$ cat config.mk
export PLATFORM = sky130hd
export DESIGN_NAME = sbqm_mult
export DESIGN_NICKNAME = d
export VERILOG_FILES = /design/src/rtl/sbqm_pkg.sv /design/src/rtl/sbqm_mult.sv
export SDC_FILE = /design/constraint.sdc
export NUM_CORES = 2
export LEC_CHECK = 0
export BUFFER_PORTS_ARGS = -buffer_cell sky130_fd_sc_hd__buf_2
export CAP_MARGIN = 20
export CORE_MARGIN = 3
export CORE_UTILIZATION = 55
export CTS_CLUSTER_SIZE = 40
export DETAILED_ROUTE_END_ITERATION = 16
export PLACE_DENSITY = 0.72
export SETUP_SLACK_MARGIN = 0.2
export SLEW_MARGIN = 20
export SYNTH_ARGS = -nofsm -noshare
export SYNTH_HDL_FRONTEND = slang
export SYNTH_SLANG_ARGS = --single-unit
$ cat constraint.sdc
create_clock -name clk -period 11.8 [get_ports clk]
set_clock_uncertainty 0.1 [all_clocks]
set_input_delay 3.54 -clock clk [delete_from_list [all_inputs] [get_ports clk]]
set_output_delay 3.54 -clock clk [all_outputs]
set_load 0.01 [all_outputs]
$ cat src/rtl/sbqm_pkg.sv
// Shared types and constants for the stereo biquad cascade with dry/wet mix.
// Used by the top level, the multiplier and the port checker; no dependencies.

package sbqm_pkg;

  // Fixed widths of the transaction fields and of the datapath
  localparam int SAMPLE_BITS   = 24;
  localparam int COEF_BITS     = 32;
  localparam int COEF_IDX_BITS = 5;
  localparam int GUARD_BITS    = 8;
  localparam int DLY_BITS      = 48;
  localparam int MIX_BITS      = 17;
  localparam int MIX_FRAC      = 16;
  localparam logic [MIX_BITS-1:0] MIX_ONE = MIX_BITS'(65536);

  // Shared multiplier: coefficient or mix fraction times sample or sample difference
  localparam int MUL_A_BITS = COEF_BITS;
  localparam int MUL_B_BITS = SAMPLE_BITS + 1;
  localparam int PROD_BITS  = MUL_A_BITS + MUL_B_BITS;
  localparam int ACC_BITS   = PROD_BITS + 1;

  // Defaults for the top-level parameters
  localparam int SECTIONS_DEF  = 4;
  localparam int COEF_FRAC_DEF = 28;

  // Configuration port
  localparam int CFG_ADDR_BITS = 3;
  localparam int CFG_DATA_BITS = 32;
  localparam logic REG_MIX    = 1'b0;
  localparam logic REG_BYPASS = 1'b1;

  typedef enum logic [1:0] {
    REQ_SAMPLE = 2'd0,
    REQ_COEF   = 2'd1,
    REQ_CLEAR  = 2'd2,
    REQ_NONE   = 2'd3
  } req_t;

  typedef struct packed {
    req_t                           req_type;
    logic signed [SAMPLE_BITS-1:0]  left_in;
    logic signed [SAMPLE_BITS-1:0]  right_in;
    logic [COEF_IDX_BITS-1:0]       coef_index;
    logic signed [COEF_BITS-1:0]    coef_value;
  } in_item_t;

  typedef struct packed {
    logic signed [SAMPLE_BITS-1:0] left_out;
    logic signed [SAMPLE_BITS-1:0] right_out;
  } out_item_t;

endpackage

$ cat src/rtl/sbqm_mult.sv
// Shared signed multiplier with a registered product.
// Depends on sbqm_pkg for operand and product widths.

module sbqm_mult (
  input  logic                                     clk,
  input  logic signed [sbqm_pkg::MUL_A_BITS-1:0]   mul_a,
  input  logic signed [sbqm_pkg::MUL_B_BITS-1:0]   mul_b,
  output logic signed [sbqm_pkg::PROD_BITS-1:0]    prod_r
);

  always_ff @(posedge clk) begin
    prod_r <= mul_a * mul_b;
  end

endmodule

== After elaboration in Yosys (flattened, before gate mapping) ==
Index checks and enable logic that the tools add are counted.

* Multipliers: 1

{| class="wikitable"
|+ Operator list
! operator !! count
|-
| 32-bit by 25-bit multiplier with 57-bit output || 1
|}

* Register bits: 57
* Input bits: 58
* Word-level logic and storage cells: 2

== Logic depth before layout (Yosys ltp) ==
* Depth after elaboration: 1
* Depth in mapped cells: 26
* Mapped depth without buffers: 25

== Worst setup path after synthesis ==
OpenSTA, ideal clock, no wires.

* Kind: input port to flip-flop
* From: input mul_a[31] in the netlist's numbering
* To: register prod_r[55] in the netlist's numbering
* Setup time: 0.132 ns
* Arrival time: 9.759 ns
* Required time: 11.568 ns
* Slack: 1.810 ns
* Stages: 24
* Cells stage by stage: clkbuf_1 -> nand2_1 -> inv_1 -> fa_1 -> fa_1 -> inv_1 -> fa_1 -> inv_1 -> fa_1 -> inv_1 -> fa_1 -> fa_1 -> fa_1 -> inv_1 -> ha_1 -> a21o_1 -> a21o_1 -> a21o_1 -> a21o_1 -> a21oi_1 -> o21ai_0 -> a21oi_1 -> o41ai_2 -> xor2_1

* Cells in the longest elaborated chain, start to end: 1

{| class="wikitable"
|+ RTL lines
! item !! RTL line !! source
|-
| from (decl) || sbqm_mult.sv:6 || <nowiki>input logic signed [sbqm_pkg::MUL_A_BITS-1:0] mul_a,</nowiki>
|-
| 32-bit by 25-bit multiplier with 57-bit output || sbqm_mult.sv:12 || <nowiki>prod_r <= mul_a * mul_b;</nowiki>
|-
| to (signal assigned) || sbqm_mult.sv:12 ||
|-
| to (decl) || sbqm_mult.sv:8 || <nowiki>output logic signed [sbqm_pkg::PROD_BITS-1:0] prod_r</nowiki>
|}

Every way passes these cells.

== Final worst setup path ==
* From: input mul_b[2] in the netlist's numbering
* To: register prod_r[55] in the netlist's numbering

* Cells in the longest elaborated chain, start to end: 1

{| class="wikitable"
|+ RTL lines
! item !! RTL line !! source
|-
| from (decl) || sbqm_mult.sv:7 || <nowiki>input logic signed [sbqm_pkg::MUL_B_BITS-1:0] mul_b,</nowiki>
|-
| 32-bit by 25-bit multiplier with 57-bit output || sbqm_mult.sv:12 ||
|}

Every way passes these cells.

==> impl_metrics.json <==
{
  "cts_tree": "done",
  "min_delay_worst_endpoint": "prod_r[0]",
  "drc_errors": 0,
  "start_kind": "input pin",
  "crit_path_max_fanout": 32,
  "yosys_warnings": 0,
  "top_regs": "prod_r (57)",
  "drive_gt1_share_pct": 5.51,
  "drtAntennaViolNets": 0,
  "wl_per_cell_um": 19.4,
  "clockRootBuffer": "clkbuf_16",
  "wl_um": 75700,
  "die_h_um": 238,
  "hp-class": "input pin to flop",
  "hold_violations": 0,
  "endpoint_kind": "flop",
  "start_util_pct": 55.9,
  "ys_seq_area_share_pct": 3.85,
  "top_register": "prod_r",
  "finalCriticalPeriod_ns": 11.02,
  "largest_register_ffs": 57,
  "period_share_pct": 93.4,
  "max_cap_viol_count": 0,
  "finalNetCount": 4239,
  "yosys.area.top_type": "fa_1",
  "grt_util_all_layers_pct": 28.7,
  "port_buffers": 114,
  "crit_arrival_ns": 11.24,
  "numCtsBuffers": 9,
  "clock.fmax_mhz": 90.8,
  "grt_max_degree": 33,
  "worstHoldStart": "mul_a[0]",
  "areaGrowthSynthToFinish_pct": 4.96,
  "seq_area_mm2": 0.00114,
  "multi_input_area_mm2": 0.0247,
  "rows": 84,
  "clock_path_buffers": 2,
  "rsz0062_at_grt": "no",
  "avgSynthCellArea_um2": 9.25,
  "clk_pin_slew_worst_paths_ns": 0.05,
  "grt_pass1_wl_um": 126000,
  "synth_commonest_cells": "inv_1 (860), fa_1 (819), nand2_1 (410)",
  "overflow": 0,
  "drt_iter0_drc": 1327,
  "holdBufCountCts": 0,
  "ioPinCount": 115,
  "run_status": "finished clean",
  "setup_violations": 0,
  "synth_fp_nets": 4236,
  "syn_area_mm2": 0.0296,
  "antenna_found_initial": 7,
  "fillers": 4606,
  "cp.required_ns": 12.02,
  "yosysMostFrequentCell": "inv_1",
  "slew_headroom_pct": 34.8,
  "dp_cells": 3883,
  "synth_area_leaders": "fa_1 (55%), inv_1 (11%), and2_1 (8.4%)",
  "synthFlopType": "dfxtp_1",
  "synth-seq-cells": 57,
  "tightest_slew_ns": 0.975,
  "clock-sinks": 57,
  "slew_viol_final": 0,
  "synth-edff-count": 0,
  "routed_via_density": 5.39,
  "synth_cell_types": 63,
  "die_area_mm2": 0.0567,
  "async_flop_share_pct": 0,
  "final_cells": 3904,
  "grt_pass1_vias": 24000,
  "hpwl_um": 62800,
  "vias": 21000,
  "dr.pass1.iters": 5,
  "crit_type": "input pin to flop",
  "hold_depth": 3,
  "cts_max_level": 3,
  "coreArea_mm2": 0.0530,
  "die_w_um": 238,
  "gp_congestion": 0.948,
  "synth.top_cell.area_share_pct": 55.3,
  "synth_cells": 3204
}
-- how the worst max path moves through the flow --
stage / from / end
2_1_floorplan: mul_a[31] / prod_r[55]
3_3_place_gp: mul_b[1] / prod_r[53]
3_5_place_dp: mul_b[2] / prod_r[55]
4_1_cts: mul_b[2] / prod_r[55]
5_1_grt: mul_b[1] / prod_r[55]
6_report: mul_b[2] / prod_r[55]
-- final cells by class --
class | count | share of cell area [%]
Multi-Input combinational cell | 2134 | 79.4
Inverter | 860 | 10.4
Clock inverter | 5 | 0.330
Antenna cell | 4 | 0.0322
Clock buffer | 11 | 0.780
Sequential cell | 57 | 3.67
Tap cell | 688 | 2.77
Timing Repair Buffer | 145 | 2.62
-- cell usage in the layout (no fill, tap or decap), drive strengths merged, types with 27 or more instances in the layout --
cell	instances
xnor2	45
nand2	410
o21ai	42
a21o	27
and2	398
nor2	50
a21oi	52
fa	819
ha	155
dfxtp	57
inv	860
buf	145
-- through the flow --
step	util, %	TNS (ns)	cell area [µm²]	hold slack (ns)	setup slack [ns]
5_1_grt	58.7	0	31100	3.70	0.435
4_1_cts	58.6	0	31100	3.67	0.354
2_1_floorplan	-	0	29600	3.57	1.81
6_report	58.7	0	31100	3.69	0.781
3_3_place_gp	58.0	-0.000441	30700	3.84	-0.000441
3_5_place_dp	58.0	-0.0615	30700	3.84	-0.0593
-- cell families after synthesis --
kind of cell               synth area share [%]
AOI/OAI and AO/OA                          4.13
xor gates and xnor gates                   1.77
adders and majority gates                  61.9
buffers and inverters                      12.8
DFF                                        3.85
and+or+nand+nor                            15.5
-- what timing repair did --
| action | in CTS | in global routing |
|---|---|---|
| hold endpoints to repair | 0 | 0 |
| endpoints found under the setup margin | 0 | 3 |
| buffers inserted | 0 | 1 |
| gates resized for setup | 0 | 1 |
-- worst max-delay path, stage by stage --
cell	delay, ns
buf_2	0.50
and2_1	0.29
fa_1	0.58
fa_1	0.68
inv_1	0.24
fa_1	0.55
inv_1	0.05
fa_1	0.48
fa_1	0.55
fa_1	0.53
inv_1	0.06
fa_1	0.47
inv_1	0.04
ha_1	0.35
and3_1	0.33
nand2_1	0.09
nor2_1	0.25
nand2_1	0.25
a311oi_4	0.35
buf_12	0.18
or3b_4	0.16
a31oi_4	0.10
o41ai_2	0.38
xor2_1	0.17
-- layer usage --
metal	vias to the layer above	track usage [%]	wire [µm]
met5	-	0	39
met3	169	5.70	5460
li1	9105	-	-
met1	11000	36.5	29600
met4	6	12.4	3420
met2	801	48.2	37100
Power is left out: the tool's default activity adds up to more than one toggle a clock period on the data nets, which glitch-free logic cannot reach.
